**src/hw/rtl/cpos_pkg.sv**
```systemverilog
package cpos_pkg;

  // Coordinate and result widths.
  localparam int COORD_W = 32;
  localparam int DSQ_W   = 64;

  // Operands of the serial multiplier: 33-bit differences and 32-bit
  // fractions both fit a 34-bit signed operand.
  localparam int OP_W  = 34;
  // Accumulator: three 33x33 products summed, or A * 2^32 plus a
  // 33x32 product, all fit 68 signed bits.
  localparam int ACC_W = 68;
  // Divider remainder: den stays below 2^66, so the shifted remainder
  // fits 67 bits.
  localparam int REM_W = 67;
  // Projection parameter t is an unsigned Q0.32 fraction.
  localparam int Q_W   = 32;

  localparam int MAC_CNT_W = $clog2(OP_W);
  localparam int DIV_CNT_W = $clog2(Q_W);

  typedef logic signed [OP_W-1:0]    op_t;
  typedef logic signed [ACC_W-1:0]   acc_t;
  typedef logic signed [COORD_W-1:0] coord_t;

  // Request to the serial multiply-accumulate unit.
  typedef struct packed {
    logic start;
    logic clr;
    acc_t init;
    op_t  mul_a;
    op_t  mul_b;
  } mac_cmd_t;

  // Request to the serial divider.
  typedef struct packed {
    logic             start;
    logic [REM_W-1:0] num;
    logic [REM_W-1:0] den;
  } div_cmd_t;

endpackage

```
**src/hw/rtl/cpos_mac.sv**
```systemverilog
module cpos_mac import cpos_pkg::*; (
  input  logic     clk,
  input  logic     rst_n,
  input  mac_cmd_t cmd,
  output logic     busy,
  output logic     done,
  output acc_t     acc
);

  localparam logic [MAC_CNT_W-1:0] LAST_STEP = MAC_CNT_W'(OP_W - 1);

  acc_t                 acc_r;
  acc_t                 mc_r;
  op_t                  y_r;
  logic [MAC_CNT_W-1:0] cnt_r;
  logic                 busy_r;
  logic                 done_r;
  acc_t                 addend;

  // The top multiplier bit carries negative weight.
  always_comb begin
    addend = '0;
    if (y_r[0]) begin
      addend = (cnt_r == LAST_STEP) ? -mc_r : mc_r;
    end
  end

  always_ff @(posedge clk) begin
    if (!rst_n) begin
      busy_r <= 1'b0;
      done_r <= 1'b0;
      cnt_r  <= '0;
    end else begin
      done_r <= 1'b0;
      if (cmd.start) begin
        busy_r <= 1'b1;
        cnt_r  <= '0;
      end else if (busy_r) begin
        cnt_r <= cnt_r + 1'b1;
        if (cnt_r == LAST_STEP) begin
          busy_r <= 1'b0;
          done_r <= 1'b1;
        end
      end
    end
  end

  always_ff @(posedge clk) begin
    if (cmd.start) begin
      if (cmd.clr) begin
        acc_r <= cmd.init;
      end
      mc_r <= {{(ACC_W-OP_W){cmd.mul_a[OP_W-1]}}, cmd.mul_a};
      y_r  <= cmd.mul_b;
    end else if (busy_r) begin
      acc_r <= acc_r + addend;
      mc_r  <= mc_r <<< 1;
      y_r   <= y_r >>> 1;
    end
  end

  assign busy = busy_r;
  assign done = done_r;
  assign acc  = acc_r;

endmodule

```
**src/hw/rtl/cpos_div.sv**
```systemverilog
module cpos_div import cpos_pkg::*; (
  input  logic           clk,
  input  logic           rst_n,
  input  div_cmd_t       cmd,
  output logic           done,
  output logic [Q_W-1:0] quo
);

  localparam logic [DIV_CNT_W-1:0] LAST_STEP = DIV_CNT_W'(Q_W - 1);

  logic [REM_W-1:0]     rem_r;
  logic [REM_W-1:0]     den_r;
  logic [Q_W-1:0]       quo_r;
  logic [DIV_CNT_W-1:0] cnt_r;
  logic                 busy_r;
  logic                 done_r;
  logic [REM_W-1:0]     shifted;
  logic                 fits;

  // The remainder stays below den, so its top bit is always clear.
  assign shifted = {rem_r[REM_W-2:0], 1'b0};
  assign fits    = (shifted >= den_r);

  always_ff @(posedge clk) begin
    if (!rst_n) begin
      busy_r <= 1'b0;
      done_r <= 1'b0;
      cnt_r  <= '0;
    end else begin
      done_r <= 1'b0;
      if (cmd.start) begin
        busy_r <= 1'b1;
        cnt_r  <= '0;
      end else if (busy_r) begin
        cnt_r <= cnt_r + 1'b1;
        if (cnt_r == LAST_STEP) begin
          busy_r <= 1'b0;
          done_r <= 1'b1;
        end
      end
    end
  end

  always_ff @(posedge clk) begin
    if (cmd.start) begin
      rem_r <= cmd.num;
      den_r <= cmd.den;
      quo_r <= '0;
    end else if (busy_r) begin
      rem_r <= fits ? (shifted - den_r) : shifted;
      quo_r <= {quo_r[Q_W-2:0], fits};
    end
  end

  assign done = done_r;
  assign quo  = quo_r;

endmodule

```
**src/hw/rtl/closest_point_on_segments.sv**
```systemverilog
// Nearest point on a set of 3D segments. Each request carries a target
// point, one segment A-B (signed Q16.16) and a last-segment flag; the block
// projects the target onto the segment, clamps the parameter to [0,1], and
// keeps the nearest point of the query (a later segment replaces it only
// when strictly closer). On the last segment one result appears with the
// point and its squared distance (unsigned Q32.32, saturating at all ones),
// and the query state clears. A zero-length segment yields endpoint A.
// One request is worked on at a time. All products go through one
// bit-serial multiply-accumulate unit that retires one multiplier bit per
// cycle: a segment clamped to an endpoint needs nine products, an interior
// one needs twelve products plus a 32-step restoring divider for the
// parameter. A new request is taken while an earlier result still waits on
// the output port.
module closest_point_on_segments import cpos_pkg::*; (
  input  logic                 clk,
  input  logic                 rst_n,
  input  logic                 in_valid,
  output logic                 in_stall,
  input  logic signed [31:0]   in_target_x,
  input  logic signed [31:0]   in_target_y,
  input  logic signed [31:0]   in_target_z,
  input  logic signed [31:0]   in_start_x,
  input  logic signed [31:0]   in_start_y,
  input  logic signed [31:0]   in_start_z,
  input  logic signed [31:0]   in_end_x,
  input  logic signed [31:0]   in_end_y,
  input  logic signed [31:0]   in_end_z,
  input  logic                 in_last_segment,
  output logic                 out_valid,
  input  logic                 out_stall,
  output logic signed [31:0]   out_near_x,
  output logic signed [31:0]   out_near_y,
  output logic signed [31:0]   out_near_z,
  output logic [DSQ_W-1:0]     out_near_dist_sq
);

  // Sequencer states. The four product phases each run three products,
  // one per axis, selected by the axis counter.
  localparam logic [3:0] S_IDLE = 4'd0;
  localparam logic [3:0] S_NUM  = 4'd1;  // num = AT . AB
  localparam logic [3:0] S_DEN  = 4'd2;  // den = AB . AB
  localparam logic [3:0] S_DEC  = 4'd3;  // pick endpoint or divide
  localparam logic [3:0] S_DIV  = 4'd4;  // t = num * 2^32 / den
  localparam logic [3:0] S_PROJ = 4'd5;  // P = A + AB * t
  localparam logic [3:0] S_DIST = 4'd6;  // |T - P|^2
  localparam logic [3:0] S_UPD  = 4'd7;  // compare against kept point
  localparam logic [3:0] S_EMIT = 4'd8;  // hand result to output register

  localparam logic [1:0] LAST_AXIS = 2'd2;

  logic [3:0]               state_r;
  logic [1:0]               axis_r;
  logic                     wait_r;
  logic                     last_r;

  coord_t                   t_r  [3];
  coord_t                   a_r  [3];
  coord_t                   b_r  [3];
  logic signed [COORD_W:0]  at_r [3];
  logic signed [COORD_W:0]  ab_r [3];
  coord_t                   p_r  [3];

  acc_t                     num_r;
  logic [REM_W-1:0]         den_r;
  logic [Q_W-1:0]           q_r;

  logic [DSQ_W-1:0]         best_dist_r;
  coord_t                   best_x_r;
  coord_t                   best_y_r;
  coord_t                   best_z_r;
  logic                     have_best_r;

  logic                     out_valid_r;
  coord_t                   out_x_r;
  coord_t                   out_y_r;
  coord_t                   out_z_r;
  logic [DSQ_W-1:0]         out_dsq_r;

  mac_cmd_t                 mac_cmd;
  logic                     mac_busy;
  logic                     mac_done;
  acc_t                     mac_acc;
  div_cmd_t                 div_cmd;
  logic                     div_done;
  logic [Q_W-1:0]           div_quo;

  logic                     in_fire;
  logic                     mac_phase;
  logic signed [COORD_W:0]  diff;
  logic                     num_neg;
  logic                     den_zero;
  logic                     num_ge;
  logic [DSQ_W-1:0]         dsq;
  logic                     take;
  logic                     out_free;

  assign in_stall = (state_r != S_IDLE);
  assign in_fire  = in_valid && !in_stall;
  assign out_free = !out_valid_r || !out_stall;

  assign mac_phase = (state_r == S_NUM) || (state_r == S_DEN) ||
                     (state_r == S_PROJ) || (state_r == S_DIST);

  // Target minus candidate point on the current axis.
  assign diff = {t_r[axis_r][COORD_W-1], t_r[axis_r]} -
                {p_r[axis_r][COORD_W-1], p_r[axis_r]};

  // Operand selection for the shared multiply-accumulate unit. The
  // projection preloads A * 2^32 so the upper word of the sum is already
  // A + floor(AB * t / 2^32).
  always_comb begin
    mac_cmd       = '0;
    mac_cmd.start = mac_phase && !wait_r;
    mac_cmd.clr   = (axis_r == 2'd0);
    unique case (state_r)
      S_NUM: begin
        mac_cmd.mul_a = {at_r[axis_r][COORD_W], at_r[axis_r]};
        mac_cmd.mul_b = {ab_r[axis_r][COORD_W], ab_r[axis_r]};
      end
      S_DEN: begin
        mac_cmd.mul_a = {ab_r[axis_r][COORD_W], ab_r[axis_r]};
        mac_cmd.mul_b = {ab_r[axis_r][COORD_W], ab_r[axis_r]};
      end
      S_PROJ: begin
        mac_cmd.clr   = 1'b1;
        mac_cmd.init  = {{(ACC_W-2*COORD_W){a_r[axis_r][COORD_W-1]}},
                         a_r[axis_r], {COORD_W{1'b0}}};
        mac_cmd.mul_a = {ab_r[axis_r][COORD_W], ab_r[axis_r]};
        mac_cmd.mul_b = {{(OP_W-Q_W){1'b0}}, q_r};
      end
      S_DIST: begin
        mac_cmd.mul_a = {diff[COORD_W], diff};
        mac_cmd.mul_b = {diff[COORD_W], diff};
      end
      default: begin
        mac_cmd.start = 1'b0;
      end
    endcase
  end

  // Clamp decision: negative num clamps to A, num at or above a nonzero den to B.
  assign num_neg  = num_r[ACC_W-1];
  assign den_zero = (den_r == '0);
  assign num_ge   = !num_neg && ($unsigned(num_r) >= {1'b0, den_r});

  always_comb begin
    div_cmd       = '0;
    div_cmd.start = (state_r == S_DEC) && !den_zero && !num_neg && !num_ge;
    div_cmd.num   = num_r[REM_W-1:0];
    div_cmd.den   = den_r;
  end

  // Squared distance saturates once it no longer fits 64 bits.
  assign dsq  = (mac_acc[ACC_W-1:DSQ_W] != '0) ? {DSQ_W{1'b1}}
                                                : mac_acc[DSQ_W-1:0];
  assign take = !have_best_r || (dsq < best_dist_r);

  cpos_mac u_mac (
    .clk  (clk),
    .rst_n(rst_n),
    .cmd  (mac_cmd),
    .busy (mac_busy),
    .done (mac_done),
    .acc  (mac_acc)
  );

  cpos_div u_div (
    .clk  (clk),
    .rst_n(rst_n),
    .cmd  (div_cmd),
    .done (div_done),
    .quo  (div_quo)
  );

  // Sequencer, kept-point state and output register control.
  always_ff @(posedge clk) begin
    if (!rst_n) begin
      state_r     <= S_IDLE;
      axis_r      <= '0;
      wait_r      <= 1'b0;
      have_best_r <= 1'b0;
      best_dist_r <= {DSQ_W{1'b1}};
      best_x_r    <= '0;
      best_y_r    <= '0;
      best_z_r    <= '0;
      out_valid_r <= 1'b0;
    end else begin
      if (out_valid_r && !out_stall) begin
        out_valid_r <= 1'b0;
      end
      if (mac_cmd.start) begin
        wait_r <= 1'b1;
      end
      unique case (state_r) inside
        S_IDLE: begin
          if (in_fire) begin
            state_r <= S_NUM;
            axis_r  <= '0;
            wait_r  <= 1'b0;
          end
        end
        S_NUM, S_DEN, S_PROJ, S_DIST: begin
          if (mac_done) begin
            wait_r <= 1'b0;
            if (axis_r == LAST_AXIS) begin
              axis_r <= '0;
              unique case (state_r)
                S_NUM:   state_r <= S_DEN;
                S_DEN:   state_r <= S_DEC;
                S_PROJ:  state_r <= S_DIST;
                default: state_r <= S_UPD;
              endcase
            end else begin
              axis_r <= axis_r + 1'b1;
            end
          end
        end
        S_DEC: begin
          state_r <= div_cmd.start ? S_DIV : S_DIST;
          axis_r  <= '0;
          wait_r  <= 1'b0;
        end
        S_DIV: begin
          if (div_done) begin
            state_r <= S_PROJ;
            axis_r  <= '0;
            wait_r  <= 1'b0;
          end
        end
        S_UPD: begin
          if (take) begin
            have_best_r <= 1'b1;
            best_dist_r <= dsq;
            best_x_r    <= p_r[0];
            best_y_r    <= p_r[1];
            best_z_r    <= p_r[2];
          end
          state_r <= last_r ? S_EMIT : S_IDLE;
        end
        S_EMIT: begin
          if (out_free) begin
            out_valid_r <= 1'b1;
            have_best_r <= 1'b0;
            best_dist_r <= {DSQ_W{1'b1}};
            best_x_r    <= '0;
            best_y_r    <= '0;
            best_z_r    <= '0;
            state_r     <= S_IDLE;
          end
        end
        default: begin
          state_r <= S_IDLE;
        end
      endcase
    end
  end

  // Request capture and datapath results.
  always_ff @(posedge clk) begin
    if (in_fire) begin
      t_r[0] <= in_target_x;
      t_r[1] <= in_target_y;
      t_r[2] <= in_target_z;
      a_r[0] <= in_start_x;
      a_r[1] <= in_start_y;
      a_r[2] <= in_start_z;
      b_r[0] <= in_end_x;
      b_r[1] <= in_end_y;
      b_r[2] <= in_end_z;
      at_r[0] <= {in_target_x[31], in_target_x} - {in_start_x[31], in_start_x};
      at_r[1] <= {in_target_y[31], in_target_y} - {in_start_y[31], in_start_y};
      at_r[2] <= {in_target_z[31], in_target_z} - {in_start_z[31], in_start_z};
      ab_r[0] <= {in_end_x[31], in_end_x} - {in_start_x[31], in_start_x};
      ab_r[1] <= {in_end_y[31], in_end_y} - {in_start_y[31], in_start_y};
      ab_r[2] <= {in_end_z[31], in_end_z} - {in_start_z[31], in_start_z};
      last_r  <= in_last_segment;
    end
    if (mac_done && (axis_r == LAST_AXIS) && (state_r == S_NUM)) begin
      num_r <= mac_acc;
    end
    if (mac_done && (axis_r == LAST_AXIS) && (state_r == S_DEN)) begin
      den_r <= mac_acc[REM_W-1:0];
    end
    if (mac_done && (state_r == S_PROJ)) begin
      p_r[axis_r] <= mac_acc[2*COORD_W-1:COORD_W];
    end
    if ((state_r == S_DEC) && !div_cmd.start) begin
      // Zero-length segments and negative projections land on A.
      if (den_zero || num_neg) begin
        p_r[0] <= a_r[0];
        p_r[1] <= a_r[1];
        p_r[2] <= a_r[2];
      end else begin
        p_r[0] <= b_r[0];
        p_r[1] <= b_r[1];
        p_r[2] <= b_r[2];
      end
    end
    if (div_done) begin
      q_r <= div_quo;
    end
    if ((state_r == S_EMIT) && out_free) begin
      out_x_r   <= best_x_r;
      out_y_r   <= best_y_r;
      out_z_r   <= best_z_r;
      out_dsq_r <= best_dist_r;
    end
  end

  assign out_valid        = out_valid_r;
  assign out_near_x       = out_x_r;
  assign out_near_y       = out_y_r;
  assign out_near_z       = out_z_r;
  assign out_near_dist_sq = out_dsq_r;

`ifndef SYNTHESIS
  // The divider only runs when the quotient is a proper fraction.
  a_div_fraction: assert property (@(posedge clk) disable iff (!rst_n)
    div_cmd.start |-> (!num_r[ACC_W-1] && ($unsigned(num_r) < {1'b0, den_r})))
    else $error("divider started with num outside [0, den)");

  // Once a candidate is kept, the kept distance never grows in an update.
  a_best_monotonic: assert property (@(posedge clk) disable iff (!rst_n)
    (state_r == S_UPD && have_best_r) |=> (best_dist_r <= $past(best_dist_r)))
    else $error("kept squared distance increased");

  // Products only finish inside a product phase.
  a_mac_phase: assert property (@(posedge clk) disable iff (!rst_n)
    mac_done |-> (state_r == S_NUM || state_r == S_DEN ||
                  state_r == S_PROJ || state_r == S_DIST))
    else $error("multiplier finished outside a product phase");

  // The multiplier is never restarted while it is still running.
  a_mac_no_overlap: assert property (@(posedge clk) disable iff (!rst_n)
    mac_busy |-> !mac_cmd.start)
    else $error("multiplier restarted while busy");
`endif

endmodule
```
**config.mk**
```make
export PLATFORM = sky130hd
export DESIGN_NAME = closest_point_on_segments
export DESIGN_NICKNAME = d
export VERILOG_FILES = /design/src/hw/rtl/cpos_pkg.sv /design/src/hw/rtl/cpos_mac.sv /design/src/hw/rtl/cpos_div.sv /design/src/hw/rtl/closest_point_on_segments.sv
export SDC_FILE = /design/constraint.sdc
export NUM_CORES = 2
export LEC_CHECK = 0
export BUFFER_PORTS_ARGS = -buffer_cell sky130_fd_sc_hd__buf_2
export CAP_MARGIN = 0
export CORE_MARGIN = 4
export CORE_UTILIZATION = 42
export CTS_CLUSTER_DIAMETER = 80
export DETAILED_ROUTE_END_ITERATION = 8
export GPL_TIMING_DRIVEN = 0
export PLACE_DENSITY_LB_ADDON = 0.12
export REMOVE_ABC_BUFFERS = 1
export SLEW_MARGIN = 40
export SYNTH_ARGS = -nofsm -noshare
export SYNTH_HDL_FRONTEND = slang
export SYNTH_HIERARCHICAL = 1
export SYNTH_SLANG_ARGS = --single-unit
```
**constraint.sdc**
```tcl
create_clock -name clk -period 25.1 [get_ports clk]
set_clock_uncertainty 0.15 [all_clocks]
set_input_delay 7.53 -clock clk [delete_from_list [all_inputs] [get_ports clk]]
set_output_delay 7.53 -clock clk [all_outputs]
set_load 0.01 [all_outputs]
```
# Word-level counts from Yosys, hierarchy flattened
# Memories as Yosys holds them, arrays and structs flattened. A register that Yosys moved wholly into a read port is not among the register bits.
# Cells that the tools add are included.
# op_classes
addsub	13
multipliers	0
n_div	0
magnitude_cmp	3
eq_ne	18
shift	0
n_mux	85
bitwise	6
reduce_logical	47
# ops
cell	n
68-bit two-way mux	7
68-bit case mux with 4 select lines	1
32-bit two-way mux	8
32-bit by 32-bit subtractor with 33-bit output	7
66-bit two-way mux	3
64-bit two-way mux	3
32-bit case mux with 2 select lines	3
64-bit case mux with 2 select lines	1
69-bit two-way mux	1
68-bit adder	1
68-bit by 67-bit >= comparator with 1-bit output	1
68-bit negation	1
67-bit >= comparator	1
67-bit zero test	1
66-bit subtractor	1
64-bit < comparator	1
34-bit two-way mux	1
33-bit two-way mux	1
2-bit two-way mux	16
32-bit OR reduction	1
1-bit two-way mux	29
4-bit two-way mux	6
4-bit case mux with 6 select lines	1
4-bit by 3-bit == test with 1-bit output (second input constant)	4
other kinds (31)	72
# word_totals
regBits	847
latch_bits	0
ramBits	582
mem_bits_ro	0
inputBits	293
out_inout_bits	162
wordCells	208
n_memories	6
# memory_table
name	depth	width	rd	rd_clocked_by_memory_dff	wr	line_no	rtl
ab_r	3	33	1	1	3	closest_point_on_segments.sv:60	logic signed [COORD_W:0] ab_r [3];
at_r	3	33	1	1	3	closest_point_on_segments.sv:59	logic signed [COORD_W:0] at_r [3];
a_r	3	32	4	1	3	closest_point_on_segments.sv:57	coord_t a_r [3];
b_r	3	32	3	0	3	closest_point_on_segments.sv:58	coord_t b_r [3];
p_r	3	32	4	1	3	closest_point_on_segments.sv:61	coord_t p_r [3];
t_r	3	32	1	1	3	closest_point_on_segments.sv:56	coord_t t_r [3];

# Logic depth before layout (Yosys ltp)
# depth
depth_word	12
ltp_mapped	22
mapped_depth_nobuf	21

# By module
# Netlist, hierarchy kept.
# modules_own_cells
module	instances	cells_per_inst	area_each_um2	seq_area_each_um2
closest_point_on_segments	1	4823	56507.9	31710.4
cpos_mac	1	1437	13432.9	5265.0
cpos_div	1	1209	11091.9	4774.6

# Worst setup path before layout
# OpenSTA, ideal clock, no wires.
# synth_timing
path_kind	input port to flip-flop
from	in in_valid
to	mem a_r[0][0] (netlist name) (enable)
setup_ps	920
arrival_time_ps	18570
t_required_ps	24030
slack_ps	5460
cell_stages	1
n_path_buf	0
path_cell_list	and3_1
# synth_rtl
item	line_no	rtl
from (decl)	closest_point_on_segments.sv:17	input logic in_valid,
to (decl)	closest_point_on_segments.sv:57	

==> results.md <==
* Post CTS Setup Buffer Count at 0
* Max Fanout on Critical Path at 4
* Pre-CTS setup slack at 13.48 ns
* Htree depth at 4
* WL per Instance at 25.0 um
* P&R area growth vs syn at 15.8%
* # hold bufs at CTS at 0
* Share of layout cells above drive strength 1 at 0.160
* VDD IR-drop max at 0.0565 mV
* Slew Limit Headroom at 0.333
* Synthesized area at 81000 um2
* Worst EP arrival at 11.20 ns
* Die area at 200000 um2
* Area leader, netlist: edfxtp_1
* Setup tns final at 0 ns
* Ys async rst share at 0
* Final Hold Vio Count at 0
* WS Path Type: primary input to register
* Most used DFF post-synth: edfxtp_1
* Cts repair resizes at 0
* Fin nets at 8769
* Register bit count reported by yosys at 1463
* TritonRoute pass-1 iters at 6
* Sinks on Clock Net at 1463
* Max Fclk at 92.7 MHz
* Initial antenna violation count at 18
* Area after DPL at 88000 um2
* Initial core utilization at 0.424
* Total of max-cap violations at 0
* Worst EP required at 25.51 ns
* GRT overflow at 0
* Antenna Nets Post-Route at 0
* Gpl congestion at 0.956
* Area of all placed cells without fillers at 93800 um2
* Fillers at 17430
* Clk root buf: clkbuf_16
* Crit path time final at 10.79 ns
* Remaining DRCs at 0
* Max Slew Vio Count at 0
* Count of cell types in the netlist at 107
* Yosys Warn Count at 6
* Final Cycle Share at 0.430
* First-pass GRT wire length at 386 mm
* Fin worst setup slack at 14.31 ns
* PortBufs at 454
* CP Launch Type: primary input
* Num rows at 160
* Crit. End Element: register
* Mapped Cells at 7469
* Syn avg cell area at 10.8 um2
* Total Power at 6860 uW
* Cell Count, Final, Fillers Out at 10639
* Via Count at 60582
* Ports at 455
* Largest net degree at the start of global routing at 81
* Register area share after synthesis at 0.515
* Skew-Pair Late Insertion Delay at 0.84 ns
* Hpwl dp at 209 mm
* Longest Clk Path Bufs at 3
* Worst-Margin Slew at 0.985 ns
* Synth top area share at 0.461
* Power Density at 73.2 nW/um2
* Most frequent cell after synthesis: edfxtp_1
* Setup violations, final at 0
* TritonCTS buffer count at 171
* Post-synth EDFFs at 1245
* RSZ-0062 raised after global routing: false
* Worst-path clk slew at 0.06 ns
* TritonCTS clock tree: done
* Width of the die at 447 um
* Die Y at 447 um
* Vias per cell at 5.69
* Synth cell count leaders: 1245 x edfxtp_1, 569 x a21oi_1, 519 x inv_1
* Number of global-route vias before repair at 58612
* Core Box Area at 191000 um2
* Detailed Route WL at 266 mm
* Status: complete, no violations
* DP Cell Count at 10311
* Leak at 0.0371 uW
* Synth top area cells: edfxtp_1 46%, ha_1 7.6%, dfxtp_1 5.4%, mux2_2 3.6%, a21oi_1 3.5%
* Global Route Usage Sum at 0.260
* Class of the worst hold path: register to register
* First DRT Iteration DRCs at 5125
[critical path, stage by stage]
cell	delay (ns)
buf_2	0.16
inv_1	0.08
ha_1	0.26
nor2b_1	0.15
o31a_1	0.34
o311a_1	0.47
o211ai_1	0.75
a21oi_1	0.30
o21ai_0	0.72
o21ai_0	0.24
xor2_1	0.18
[placed cells by master, fill, tap and decap left out, types with 73 or more instances in the layout]
cell type / count
inv_1: 517
o21ai_0: 439
nor3_1: 127
nand4_1: 91
ha_1: 493
o21ai_1: 79
mux2i_1: 197
mux2_2: 259
nand3_1: 303
dfxtp_1: 214
a21oi_1: 568
xor2_1: 122
xnor2_1: 240
a31oi_1: 73
nand2b_1: 73
and2_1: 84
clkbuf_16: 174
edfxtp_1: 1245
nor2_1: 512
buf_2: 490
a21o_1: 196
nand2_1: 489
[cells by family (layout without fill, tap and decap cells)]
logic type	count (synthesis)	in the layout	synth area share
compound gates	1818	1818	0.139
xor+xnor	362	362	0.0391
fa+ha+maj	502	502	0.0783
buf+inv	852	1474	0.0405
flops	1463	1463	0.515
mux	489	489	0.0694
other cells	1	38	0.0000463
simple gates	1982	1982	0.119
[layer usage]
| metal | vias to the layer above | global-route usage | routed length (um) | part of all wire |
|---|---|---|---|---|
| met3 | 363 | 0.0314 | 13800 | 0.052 |
| met1 | 29705 | 0.352 | 116000 | 0.44 |
| li1 | 28572 | - | - | - |
| met4 | 0 | 0.0814 | 8440 | 0.032 |
| met5 | - | 0 | 0 | 0 |
| met2 | 1942 | 0.436 | 127000 | 0.48 |
[through the flow]
stage           util  hold slack, ns
3_5_place_dp   0.461           0.265
5_1_grt        0.491           0.284
2_1_floorplan      -           0.258
3_3_place_gp   0.446           0.264
4_1_cts        0.491           0.276
6_report       0.491           0.275
[layout make-up]
type,instances,area (um2),area share
antenna,6,15.0,0.000160
multi-input combinational,5185,36400,0.388
tap,2511,3140,0.0335
clock inverter,95,1100,0.0117
timing repair buffer,633,4750,0.0507
sequential,1463,41800,0.445
inverter,520,1960,0.0209
clock buffer,226,4690,0.0500
[final timing paths]
path	end	cells after the start	slack (ns)	start
min reg2reg	out_near_x[1]$_DFFE_PP_	0	0.28	best_x_r[1]$_SDFFE_PN0P_
max reg2reg	u_mac/mc_r[42]$_DFFE_PP_	20	17.41	register
max	at_r[1][31]$_DFFE_PP_	11	14.31	in_start_y[1]
min	out_near_x[1]$_DFFE_PP_	0	0.28	best_x_r[1]$_SDFFE_PN0P_
[sequential cells by signal, indices dropped and copies added (netlist names), 66 cells and up, named ones only]
name,count
u_div/rem_r,66
t_r,96
at_r,99
b_r,96
a_r,96
p_r,128
u_mac/acc,68
u_div/den_r,67
den_r,67
ab_r,99
num_r,68
u_mac/mc_r,68
[report_power, final]
group	total, uW	internal (uW)	leakage (uW)	switching, uW
logic	1250	488	0.0207	758
clock network	2570	1510	0.00280	1060
registers	3050	2850	0.0136	200
total	6860	4850	0.0371	2010
Note: power is estimated with default switching activity, not from simulation.
